$ cat config.mk
export PLATFORM = sky130hd
export DESIGN_NAME = bridge_adc_readout_median_flat
export DESIGN_NICKNAME = d
export VERILOG_FILES = /design/src/rtl/core/bamr_pkg.sv /design/src/rtl/core/bamr_if.sv /design/src/rtl/core/bridge_adc_readout_median.sv /design/src/flat_wrapper.sv
export SDC_FILE = /design/constraint.sdc
export NUM_CORES = 1
export LEC_CHECK = 0
export ABC_CLOCK_PERIOD_IN_PS = 4200
export BUFFER_PORTS_ARGS = -buffer_cell sky130_fd_sc_hd__buf_2
export CORE_MARGIN = 2
export CORE_UTILIZATION = 56
export CTS_BUF_LIST = sky130_fd_sc_hd__clkbuf_2 sky130_fd_sc_hd__clkbuf_4 sky130_fd_sc_hd__clkbuf_8
export CTS_CLUSTER_SIZE = 40
export DETAILED_ROUTE_END_ITERATION = 8
export PLACE_DENSITY = 0.79
export SETUP_SLACK_MARGIN = 0.3
export SLEW_MARGIN = 20
export SYNTH_ARGS = -nofsm -noshare
export SYNTH_HDL_FRONTEND = slang
export SYNTH_SLANG_ARGS = --single-unit
$ cat constraint.sdc
create_clock -name clk_i -period 4.2 [get_ports clk_i]
set_input_delay 1.26 -clock clk_i [delete_from_list [all_inputs] [get_ports clk_i]]
set_output_delay 1.26 -clock clk_i [all_outputs]
set_load 0.02 [all_outputs]
$ cat src/rtl/core/bamr_pkg.sv
// Package: shared constants and types for the bridge converter readout.
`timescale 1ns / 1ps
package bamr_pkg;
  localparam int unsigned MaxSamplesDef = 16;
  localparam int unsigned PowerTicksDef = 64;
  localparam int unsigned BasePulses    = 25;
  localparam int unsigned SampleW       = 24;
  localparam int unsigned CfgIdxW       = 2;
  localparam int unsigned CfgDataW      = 32;

  localparam logic [CfgIdxW-1:0] RegGainMode    = 2'd0;
  localparam logic [CfgIdxW-1:0] RegSampleCount = 2'd1;
  localparam logic [CfgIdxW-1:0] RegTimeout     = 2'd2;
  localparam logic [CfgIdxW-1:0] RegSettle      = 2'd3;

  localparam logic [SampleW-1:0] SettleReset = 24'd400;

  typedef struct packed {
    logic              cmd;
    logic              data_level;
  } bamr_in_t;

  typedef struct packed {
    logic               clock_level;
    logic               done_res;
    logic               status;
    logic signed [23:0] median_value;
  } bamr_out_t;
endpackage

$ cat src/rtl/core/bamr_if.sv
// Interfaces: valid/ready channels for input ticks and results.
`timescale 1ns / 1ps
interface bamr_in_if;
  logic              valid;
  logic              ready;
  bamr_pkg::bamr_in_t data;
  modport source (output valid, output data, input ready);
  modport sink   (input valid, input data, output ready);
endinterface

interface bamr_out_if;
  logic               valid;
  logic               ready;
  bamr_pkg::bamr_out_t data;
  modport source (output valid, output data, input ready);
  modport sink   (input valid, input data, output ready);
endinterface

$ cat src/rtl/core/bridge_adc_readout_median.sv
// Top level: tick-driven readout of a two-wire 24-bit bridge converter with median.
`timescale 1ns / 1ps
// Each input transfer is one tick (half a serial clock period). Its result is registered
// and offered in the next cycle. The next tick is taken only when the output register is
// empty or is emptied in that cycle. The tick that completes the last sample starts an
// insertion sort in a single shared compare/move unit over the sample memory, during
// which no tick is taken. The median or the mean of the middle two (truncated toward
// zero) is then emitted as that tick's result.
module bridge_adc_readout_median #(
  parameter int unsigned MAX_SAMPLES = bamr_pkg::MaxSamplesDef,
  parameter int unsigned POWER_TICKS = bamr_pkg::PowerTicksDef
) (
  input  logic                          clk_i,
  input  logic                          rst_ni,
  input  logic                          cfg_we_i,
  input  logic [bamr_pkg::CfgIdxW-1:0]  cfg_idx_i,
  input  logic [bamr_pkg::CfgDataW-1:0] cfg_wdata_i,
  bamr_in_if.sink                       in_if,
  bamr_out_if.source                    out_if
);
  import bamr_pkg::*;

  localparam int unsigned IdxW = (MAX_SAMPLES > 1) ? $clog2(MAX_SAMPLES) : 1;
  localparam int unsigned CntW = $clog2(MAX_SAMPLES + 1);

  typedef enum logic [5:0] {
    PH_IDLE   = 6'b000001,
    PH_POWER  = 6'b000010,
    PH_SETTLE = 6'b000100,
    PH_WAIT   = 6'b001000,
    PH_HIGH   = 6'b010000,
    PH_LOW    = 6'b100000
  } phase_e;

  typedef enum logic [6:0] {
    S_OFF   = 7'b0000001,
    S_LOADX = 7'b0000010,
    S_RDJ   = 7'b0000100,
    S_CMP   = 7'b0001000,
    S_INS   = 7'b0010000,
    S_RDM0  = 7'b0100000,
    S_RDM1  = 7'b1000000
  } sort_e;

  logic [1:0]  gain_q;
  logic [4:0]  scount_q;
  logic [31:0] timeout_q;
  logic [23:0] settle_q;

  phase_e      phase_q;
  logic [31:0] tick_q, elapsed_q;
  logic [4:0]  pulses_q;
  logic [23:0] shift_q;
  logic [CntW-1:0] sidx_q;
  logic        discard_q;

  sort_e       sst_q;
  logic [CntW-1:0] n_q, si_q, sj_q;
  logic signed [23:0] x_q, rd_q, m0_q;
  logic [23:0] mem [MAX_SAMPLES];

  logic        ovalid_q;
  bamr_out_t   out_q;

  logic [CntW-1:0] eff_n;
  always_comb begin
    if (scount_q == 5'd0) eff_n = CntW'(1);
    else if (32'(scount_q) > MAX_SAMPLES) eff_n = CntW'(MAX_SAMPLES);
    else eff_n = CntW'(scount_q);
  end

  logic busy;
  assign busy = (sst_q != S_OFF);
  assign in_if.ready = !busy && (!ovalid_q || out_if.ready);
  logic acc;
  assign acc = in_if.valid && in_if.ready;
  assign out_if.valid = ovalid_q;
  assign out_if.data  = out_q;

  // Tick datapath
  logic        mem_we;
  logic [IdxW-1:0] mem_wa;
  logic [23:0] mem_wd;
  logic [IdxW-1:0] mem_ra;

  logic        t_clk, t_done, t_stat, t_sort;
  phase_e      ph_d;
  logic [31:0] tick_d, el_d;
  logic [4:0]  pul_d;
  logic [23:0] sh_d;
  logic [CntW-1:0] sidx_d;
  logic        dis_d;
  logic        t_we;
  logic [CntW:0] sidx_inc;

  always_comb begin
    ph_d = phase_q; tick_d = tick_q; el_d = elapsed_q; pul_d = pulses_q;
    sh_d = shift_q; sidx_d = sidx_q; dis_d = discard_q;
    t_clk = 1'b0; t_done = 1'b0; t_stat = 1'b0; t_sort = 1'b0; t_we = 1'b0;
    sidx_inc = {1'b0, sidx_q} + 1'b1;
    if (in_if.data.cmd) begin
      ph_d = PH_POWER; tick_d = '0; el_d = '0; pul_d = '0; sh_d = '0;
      sidx_d = '0; dis_d = (gain_q != 2'd0); t_clk = 1'b1;
    end else begin
      if (phase_q != PH_IDLE && elapsed_q != 32'hFFFF_FFFF) el_d = elapsed_q + 1'b1;
      case (phase_q)
        PH_POWER: begin
          tick_d = tick_q + 1'b1;
          if (tick_d >= 32'(POWER_TICKS)) begin
            ph_d = PH_SETTLE; tick_d = '0;
          end else begin
            t_clk = 1'b1;
          end
        end
        PH_SETTLE: begin
          if (tick_q != 32'hFFFF_FFFF) tick_d = tick_q + 1'b1;
          if (tick_d >= 32'(settle_q)) ph_d = PH_WAIT;
        end
        PH_WAIT: begin
          if (!in_if.data.data_level) begin
            pul_d = 5'(BasePulses) + 5'(gain_q); sh_d = '0; ph_d = PH_HIGH; t_clk = 1'b1;
          end else if (timeout_q != 32'd0 && el_d >= timeout_q) begin
            ph_d = PH_IDLE; t_clk = 1'b1; t_done = 1'b1; t_stat = 1'b1;
          end
        end
        PH_HIGH: begin
          if (pulses_q > 5'd1 + 5'(gain_q)) sh_d = {shift_q[22:0], in_if.data.data_level};
          if (pulses_q != 5'd0) pul_d = pulses_q - 1'b1;
          if (pul_d == 5'd0) begin
            if (discard_q) begin
              dis_d = 1'b0;
            end else begin
              if (sidx_q < CntW'(MAX_SAMPLES)) t_we = 1'b1;
              if (sidx_q != {CntW{1'b1}}) sidx_d = sidx_inc[CntW-1:0];
            end
            if (sidx_d >= eff_n) begin
              ph_d = PH_IDLE; t_sort = 1'b1;
            end else begin
              ph_d = PH_WAIT;
            end
          end else begin
            ph_d = PH_LOW;
          end
        end
        PH_LOW: begin
          ph_d = PH_HIGH; t_clk = 1'b1;
        end
        default: begin
          ph_d = PH_IDLE; t_clk = 1'b1;
        end
      endcase
    end
  end

  // Sort sequencer: insertion sort over the sample memory, then the median read
  logic        s_we;
  logic [IdxW-1:0] s_wa;
  logic [23:0] s_wd;
  logic [IdxW-1:0] s_ra;
  sort_e       sst_d;
  logic [CntW-1:0] si_d, sj_d;
  logic [CntW-1:0] half, jm1;
  logic signed [24:0] msum;
  logic signed [24:0] mavg;
  logic        s_fin;

  assign half = n_q >> 1;
  assign jm1  = sj_q - 1'b1;
  assign msum = 25'(m0_q) + 25'(rd_q);
  assign mavg = (msum + 25'(msum[24])) >>> 1;

  always_comb begin
    sst_d = sst_q; si_d = si_q; sj_d = sj_q;
    s_we = 1'b0; s_wa = si_q[IdxW-1:0]; s_wd = x_q; s_ra = si_q[IdxW-1:0]; s_fin = 1'b0;
    case (sst_q)
      S_LOADX: begin
        if (si_q >= n_q) begin
          s_ra = half[IdxW-1:0];
          sst_d = n_q[0] ? S_RDM1 : S_RDM0;
          if (!n_q[0]) s_ra = IdxW'(half - 1'b1);
        end else begin
          s_ra = si_q[IdxW-1:0]; sj_d = si_q; sst_d = S_RDJ;
        end
      end
      S_RDJ: begin
        if (sj_q == '0) begin
          sst_d = S_INS;
        end else begin
          s_ra = jm1[IdxW-1:0]; sst_d = S_CMP;
        end
      end
      S_CMP: begin
        if (rd_q > x_q) begin
          s_we = 1'b1; s_wa = sj_q[IdxW-1:0]; s_wd = rd_q;
          sj_d = jm1; sst_d = S_RDJ;
        end else begin
          sst_d = S_INS;
        end
      end
      S_INS: begin
        s_we = 1'b1; s_wa = sj_q[IdxW-1:0]; s_wd = x_q;
        si_d = si_q + 1'b1; sst_d = S_LOADX;
      end
      S_RDM0: begin
        s_ra = half[IdxW-1:0]; sst_d = S_RDM1; si_d = '0;
      end
      S_RDM1: begin
        s_fin = 1'b1; sst_d = S_OFF;
      end
      default: sst_d = S_OFF;
    endcase
  end

  assign mem_we = (acc && t_we) || s_we;
  assign mem_wa = s_we ? s_wa : sidx_q[IdxW-1:0];
  assign mem_wd = s_we ? s_wd : sh_d;
  assign mem_ra = s_ra;

  always_ff @(posedge clk_i) begin
    if (mem_we) mem[mem_wa] <= mem_wd;
    rd_q <= mem[mem_ra];
  end

  always_ff @(posedge clk_i) begin
    if (sst_q == S_RDJ && sj_q == si_q) x_q <= rd_q;
    if (sst_q == S_RDM0) m0_q <= rd_q;
  end

  always_ff @(posedge clk_i or negedge rst_ni) begin
    if (!rst_ni) begin
      gain_q <= '0; scount_q <= 5'd1; timeout_q <= '0; settle_q <= SettleReset;
      phase_q <= PH_IDLE; tick_q <= '0; elapsed_q <= '0; pulses_q <= '0;
      shift_q <= '0; sidx_q <= '0; discard_q <= 1'b0;
      sst_q <= S_OFF; n_q <= '0; si_q <= '0; sj_q <= '0;
      ovalid_q <= 1'b0; out_q <= '0;
    end else begin
      if (cfg_we_i) begin
        case (cfg_idx_i)
          RegGainMode:    gain_q    <= cfg_wdata_i[1:0];
          RegSampleCount: scount_q  <= cfg_wdata_i[4:0];
          RegTimeout:     timeout_q <= cfg_wdata_i;
          RegSettle:      settle_q  <= cfg_wdata_i[23:0];
          default: ;
        endcase
      end
      if ((acc && !t_sort) || (busy && s_fin)) ovalid_q <= 1'b1;
      else if (out_if.ready) ovalid_q <= 1'b0;
      if (acc) begin
        phase_q <= ph_d; tick_q <= tick_d; elapsed_q <= el_d; pulses_q <= pul_d;
        shift_q <= sh_d; sidx_q <= sidx_d; discard_q <= dis_d;
        if (t_sort) begin
          sst_q <= S_LOADX; n_q <= eff_n; si_q <= CntW'(1);
        end else begin
          out_q <= '{clock_level: t_clk, done_res: t_done, status: t_stat,
                     median_value: '0};
        end
      end else if (busy) begin
        sst_q <= sst_d; si_q <= si_d; sj_q <= sj_d;
        if (s_fin) begin
          out_q <= '{clock_level: 1'b1, done_res: 1'b1, status: 1'b0,
                     median_value: n_q[0] ? rd_q : mavg[23:0]};
        end
      end
    end
  end
endmodule
$ cat src/flat_wrapper.sv
// flat-port wrapper written by rule: the top's interface ports become plain ports
module bridge_adc_readout_median_flat import bamr_pkg::*;
#(
  parameter int unsigned MAX_SAMPLES = bamr_pkg::MaxSamplesDef,
  parameter int unsigned POWER_TICKS = bamr_pkg::PowerTicksDef
)
  (clk_i, rst_ni, cfg_we_i, cfg_idx_i, cfg_wdata_i, in_if_valid, in_if_data, in_if_ready, out_if_valid, out_if_data, out_if_ready);
  bamr_in_if in_if_i ();
  bamr_out_if out_if_i ();
  input  logic clk_i;
  input  logic rst_ni;
  input  logic cfg_we_i;
  input  logic [bamr_pkg::CfgIdxW-1:0] cfg_idx_i;
  input  logic [bamr_pkg::CfgDataW-1:0] cfg_wdata_i;
  input wire logic [$bits(in_if_i.valid)-1:0] in_if_valid;
  input wire logic [$bits(in_if_i.data)-1:0] in_if_data;
  output wire logic [$bits(in_if_i.ready)-1:0] in_if_ready;
  output wire logic [$bits(out_if_i.valid)-1:0] out_if_valid;
  output wire logic [$bits(out_if_i.data)-1:0] out_if_data;
  input wire logic [$bits(out_if_i.ready)-1:0] out_if_ready;
  assign in_if_i.valid = in_if_valid;
  assign in_if_i.data = in_if_data;
  assign in_if_ready = in_if_i.ready;
  assign out_if_valid = out_if_i.valid;
  assign out_if_data = out_if_i.data;
  assign out_if_i.ready = out_if_ready;
  bridge_adc_readout_median #(.MAX_SAMPLES(MAX_SAMPLES), .POWER_TICKS(POWER_TICKS)) u_core (.clk_i(clk_i), .rst_ni(rst_ni), .cfg_we_i(cfg_we_i), .cfg_idx_i(cfg_idx_i), .cfg_wdata_i(cfg_wdata_i), .in_if(in_if_i), .out_if(out_if_i));
endmodule
# After elaboration in Yosys (flattened, before gate mapping)
# Memory sizes are Yosys's and may differ from the RTL's. A register that Yosys moved wholly into a read port is not among the register bits.
# Cells that the tools add are included.
[totals]
ff_bits = 266
ramBits = 384
out_inout_bits = 29
elab_cells = 210
memories = 1
[memory_table]
columns = ["memory", "words", "word_bits", "rd", "rd_ports_with_merged_regs", "wr", "line_no", "source"]
rows = [
  ["u_core.mem", 16, 24, 1, 1, 1, "bridge_adc_readout_median.sv:60", "logic [23:0] mem [MAX_SAMPLES];"],
]
[classes]
n_addsub = 11
magnitude_cmp = 9
eq_ne = 28
n_mux = 94
bitwise = 1
reduce_logical = 44
[ops]
columns = ["cell", "n"]
rows = [
  ["$mux 32", 8],
  ["$mux 24", 7],
  ["$mux 5", 22],
  ["$mux 27", 4],
  ["$add 32x1->32 const B", 2],
  ["$ne 32x32->1 const B", 2],
  ["$pmux 32 s2", 1],
  ["$pmux 24 s2", 1],
  ["$mux 6", 6],
  ["$mux 7", 5],
  ["$pmux 7 s5", 1],
  ["$ge 32x24->1", 1],
  ["$ge 32x32->1", 1],
  ["$ge 32x7->1 const B", 1],
  ["$reduce_bool 32->1", 1],
  ["$pmux 5 s2", 3],
  ["$pmux 6 s5", 1],
  ["$add 24x24->25", 1],
  ["$add 25x1->25", 1],
  ["$mux 1", 25],
  ["$gt 24x24->1", 1],
  ["$mux 4", 6],
  ["$logic_not 5->1", 3],
  ["$reduce_and 2->1", 7],
  ["47 further kinds", 76],
]

# Longest topological paths before layout
[depth]
word_depth = 17
ltp_mapped = 19
depth_no_buf = 17

# Worst setup path before layout
# Ideal clock, no wire load.
[synth_timing]
path_type = "reg-to-reg"
start = "register u_core.tick_q[1]"
end = "register u_core.phase_q[5]"
setup_ns = 0.125
t_arrival_ns = 4.106
required_ns = 4.075
path_slack_ns = -0.031
stages_incl_launch_ff = 19
path_buffers = 2
period_less_slack_ns = 4.231
cell_sequence = "dfrtp_1 > ha_1 > nand3_1 > nor4_1 > nand2_1 > or2_2 > buf_2 > buf_1 > xnor2_1 > ha_1 > nand2b_1 > a21o_1 > a211oi_1 > o211ai_1 > a31oi_1 > a211oi_1 > o311a_1 > a21boi_4 > mux2_4"
[synth_between]
elab_chain_cells = 7
[synth_lines]
columns = ["item", "line_no", "source"]
rows = [
  ["start, declared", "bridge_adc_readout_median.sv:51", "logic [31:0] tick_q, elapsed_q;"],
  ["start signal, assigned", "bridge_adc_readout_median.sv:249", "phase_q <= ph_d; tick_q <= tick_d; elapsed_q <= el_d; pulses_q <= pul_d;"],
  ["$add 32x1->32 / $ne 32x32->1 (equally long branches)", "bridge_adc_readout_median.sv:108, bridge_adc_readout_median.sv:116", ""],
  ["$mux 32", "bridge_adc_readout_median.sv:116", "if (tick_q != 32'hFFFF_FFFF) tick_d = tick_q + 1'b1;"],
  ["$mux 32", "bridge_adc_readout_median.sv:106", "case (phase_q)"],
  ["$mux 32", "bridge_adc_readout_median.sv:101", "if (in_if.data.cmd) begin"],
  ["$ge 32x24->1", "bridge_adc_readout_median.sv:117", "if (tick_d >= 32'(settle_q)) ph_d = PH_WAIT;"],
  ["$ne 3x2->1 (no source line)", "n/a", ""],
  ["$reduce_and 4->1 (no source line) (*)", "n/a", ""],
  ["end signal, assigned", "bridge_adc_readout_median.sv:249", ""],
  ["end, declared", "bridge_adc_readout_median.sv:50", "phase_e phase_q;"],
]
# Mark *: on every way between the ends. The rest lies on a longest branch, timed or not. The select of a mux whose other input is x is not followed.
# A chain may end at the register's enable or synchronous reset.

# Worst setup path in the final report
[layout_timing]
start = "register u_core.elapsed_q[27]"
end = "register u_core.phase_q[5]"
[layout_between]
elab_chain_cells = 8
[layout_lines]
columns = ["item", "line_no", "source"]
rows = [
  ["start, declared", "bridge_adc_readout_median.sv:51", ""],
  ["start signal, assigned", "bridge_adc_readout_median.sv:249", ""],
  ["parallel branches: the longest is 2 deep, another holds $add 32x1->32", "n/a", ""],
  ["$mux 32 (*)", "bridge_adc_readout_median.sv:105", "if (phase_q != PH_IDLE && elapsed_q != 32'hFFFF_FFFF) el_d = elapsed_q + 1'b1;"],
  ["$mux 32 (*)", "bridge_adc_readout_median.sv:101", ""],
  ["$ge 32x32->1 (*)", "bridge_adc_readout_median.sv:122", "end else if (timeout_q != 32'd0 && el_d >= timeout_q) begin"],
  ["$logic_and 1x1->1 (*)", "bridge_adc_readout_median.sv:122", ""],
  ["$ne 4x3->1 (no source line) (*)", "n/a", ""],
  ["$reduce_and 4->1 (no source line) (*)", "n/a", ""],
]
# Every way passes the cells marked *. The select of a mux whose other input is x is not followed.

==> results.yml <==
status:
  outcome: "complete, no violations"
route:
  drtPass1Iterations: 7
  drt-total-wl_um: 89330
  post_drt_wl_per_cell_um: 22.36
  dr_total_vias: 25300
  viasPerCell: 6.333
  postRouteAntennaNets: 0
  drc: 0
  drt_iter0_markers: 3035
timing:
  max_slew_margin: 0.3503
  maxSlewViolCount: 0
  finalCritPeriodShare: 0.9662
  min_period_ns: 4.058
  setup_ws_ns: 0.1421
  worst_pin_slew_ns: 0.9686
  rsz0062_at_grt: "yes"
  max_freq_mhz: 246.4
  finalSetupViolCount: 0
  fin_skew_ns: 0.05167
  setup_tns_ns: 0
  hold_violations: 0
yosys:
  synth.distinct_cells: 109
  netlist_area_mm2: 0.03361
  async_reset_ff_frac: 0.3234
  ys.flop_type: "edfxtp_1"
  yosysSeqAreaShare: 0.5627
  synth_area_per_cell_um2: 11.63
  syn_nets: 3060
  syn_inst: 2890
  synth_edf_count: 432
  yosysWarningCount: 0
  synth_seq_cells: 674
floorplan:
  dieArea_mm2: 0.06200
  start_util: 0.5685
  die_w_um: 249
  die_h_um: 249
  rows: 89
  core_area_mm2: 0.05913
  io_pins: 70
worst_setup_path:
  cpMaxStageDelayCell: "a2111o_1"
  slowest_delay_ns: 0.43
  path_cells: "and3_4 > nand4_1 > buf_4 > nor2_4 > a2111o_1 > nor2_4 > nand3_2 > xnor2_2 > ha_1 > a21o_1 > a21o_1 > a221oi_2 > o22ai_1 > a21oi_2 > nand4_1 > o311a_1 > a21boi_4 > mux2_4"
  critPathRequiredTime_ns: 4.77
  timing.rr.start: "u_core.elapsed_q[27]"
  rr_worst_depth: 18
  cp.arrival_ns: 4.63
  crit_type: "flip-flop to flip-flop"
  start_kind: "flip-flop"
  crit_path_max_fanout: 5
  r2r_slack_ns: 0.14
  cp-end-kind: "flip-flop"
  reg2reg_to: "u_core.phase_q[5]"
min_path:
  worstHoldPathType: "flip-flop to flip-flop"
  whs_path_depth: 2
  hold_end: "u_core.out_if.data[8]"
  min_from: "u_core.out_if.data[8]"
place:
  dpl_worst_slack_ns: 0.01968
  dp_hpwl_um: 58470
  portBuffers: 69
  placed_cell_area_mm2: 0.03601
  gp_congestion: 0.9267
power:
  irDropWorstVdd_uv: 283.6
  leakagePower_uw: 0.01547
  powerDensity_mw_per_mm2: 365.2
global_routing:
  grt_max_degree: 110
  antenna_found_initial: 5
  grtUsageMet1: 0.3916
  met3_usage: 0.04869
  grt_pass1_wl_um: 139600
  grt_usage: 0.2848
  grt.busiest_layer: "met2"
  overflow: 0
  grt_pass1_vias: 25120
  grt_use_met2: 0.4579
clock_network:
  htree_levels: 3
  tritoncts: "built"
  path_clk_slew_ns: 0.06
  numCtsBuffers: 105
  clk_latency_ns: 0.73
  cts_buffer_depth: 3
  hold_buffers: 0
  cts-root-buf: "clkbuf_8"
  clock_sinks: 674
cells_and_area:
  fin_area_mm2: 0.03892
  drive_above_1_share: 0.2347
  nNetsFinal: 3302
  area_growth_pct: 15.79
run:
  cap_violations: 0
[critical path: cells and delay by family, from the launching register on]
family	cells	cell delay, ns
multiplexers	1	0.33
AO/OA/AOI/OAI	8	1.78
adder cells (fa/ha/maj)	1	0.31
flip-flops	1	0.39
buffers and inverters	1	0.15
XOR/XNOR	1	0.16
AND/OR/NAND/NOR	6	0.77
[cell type report]
cell class,count,area (um^2)
Clock buffer,166,1984
Fill cell,4123,20210
Tap cell,773,967.2
Multi-Input combinational cell,1934,14080
Antenna cell,1,2.502
Clock inverter,30,265.3
Inverter,120,450.4
Sequential cell,674,18920
Timing Repair Buffer,297,2250
[worst max-delay path by stage]
stage,startpoint,end,slack (ns),cells after the start
after global routing,u_core.elapsed_q[27],u_core.phase_q[5],-0.02,19
after detailed placement,u_core.elapsed_q[5],u_core.phase_q[5],0.02,18
after global placement,u_core.elapsed_q[5],u_core.phase_q[1],0.06,16
final,u_core.elapsed_q[27],u_core.phase_q[5],0.14,18
after floorplan,out_if_ready,u_core.mem[14][0],-0.02,9
after CTS,u_core.elapsed_q[24],u_core.phase_q[5],0.26,18
[cell usage in the layout (no fill, tap or decap), types with 21 or more instances in the layout]
| cell type | instances |
|---|---|
| edfxtp_1 | 432 |
| nand2_1 | 372 |
| dfrtp_1 | 211 |
| buf_4 | 208 |
| o21ai_0 | 154 |
| ha_1 | 125 |
| inv_1 | 119 |
| clkbuf_8 | 118 |
| nor2_1 | 110 |
| a21oi_1 | 110 |
| nand3_1 | 109 |
| nand4_1 | 107 |
| buf_2 | 68 |
| a22oi_1 | 65 |
| mux2_2 | 64 |
| xnor2_1 | 56 |
| mux2i_1 | 55 |
| mux4_2 | 48 |
| clkbuf_4 | 48 |
| xor2_1 | 46 |
| a21o_1 | 37 |
| a22o_1 | 36 |
| nor3_1 | 24 |
| o31ai_1 | 24 |
| dfxtp_1 | 23 |
| nor2_2 | 22 |
| and3_1 | 21 |
[layer usage]
metal	wire length, um	up-vias	share of wire
met5	13	-	0.00015
met4	2835	2	0.032
met3	8584	226	0.096
met2	41880	1401	0.47
met1	36020	12360	0.40
li1	-	11310	-
[state kept, by name, indices dropped and copies added, names as in the netlist, 6 cells and up]
| signal | count |
|---|---|
| u_core.x_q | 24 |
| u_core.settle_q | 24 |
| u_core.out_if.data | 27 |
| u_core.m0_q | 24 |
| u_core.phase_q | 6 |
| u_core.rd_q | 24 |
| u_core.sst_q | 7 |
| u_core.tick_q | 32 |
| u_core.timeout_q | 32 |
| u_core.shift_q | 24 |
| u_core.elapsed_q | 32 |
| u_core.mem | 384 |
[synthesized netlist by cell type, drive strengths merged (12+ instances only)]
library cell / count / share of area
nor4: 24 / 0.0053
o211ai: 12 / 0.0028
o31ai: 27 / 0.0066
nor2: 137 / 0.016
dfxtp: 24 / 0.014
nor2b: 16 / 0.0030
xnor2: 59 / 0.016
a31oi: 20 / 0.0037
edfxtp: 432 / 0.39
xor2: 48 / 0.013
dfrtp: 212 / 0.16
nand3: 118 / 0.018
a22o: 36 / 0.0094
inv: 120 / 0.013
clkbuf: 98 / 0.011
nand2: 375 / 0.042
and3: 28 / 0.0052
o21ai: 164 / 0.025
nand2b: 17 / 0.0032
a21o: 37 / 0.0083
nor3: 38 / 0.0066
buf: 64 / 0.0098
mux2: 69 / 0.024
ha: 128 / 0.048
mux4: 48 / 0.032
and4: 12 / 0.0032
nand4: 107 / 0.020
a22oi: 65 / 0.015
a21oi: 118 / 0.018
mux2i: 57 / 0.017
[where the power goes]
group | internal [uW] | switching, uW
Sequential | 7170 | 155
Clock | 3160 | 2650
Combinational | 461 | 621
Total | 10800 | 3430
[through the flow]
stage	utilization	cells	power, uW	hold WS, ns
after floorplan	-	2890	8097	0.4726
after global placement	0.6088	3764	8431	0.4665
after detailed placement	0.6089	3764	8487	0.4691
after CTS	0.6531	3978	14250	0.4825
after global routing	0.6582	3995	14680	0.5078
final	0.6582	3995	14210	0.4756
[what timing repair did]
action	4_1_cts	5_1_grt
buffers inserted	18	16
endpoints found under the setup margin	403	317
gates resized for setup	51	43
pin swaps	37	24
[cell families (layout without fill, tap and decap cells)]
family / after synthesis / count (layout) / share of synthesized area
compound gates: 577 / 577 / 0.1133
fa+ha+maj: 129 / 129 / 0.04824
xor+xnor: 107 / 107 / 0.02810
simple gates: 947 / 947 / 0.1404
other cells: 0 / 1 / 0
mux: 174 / 174 / 0.07292
flops: 674 / 674 / 0.5627
buf+inv: 282 / 613 / 0.03421
No activity file was read; power rests on OpenSTA's default activity.
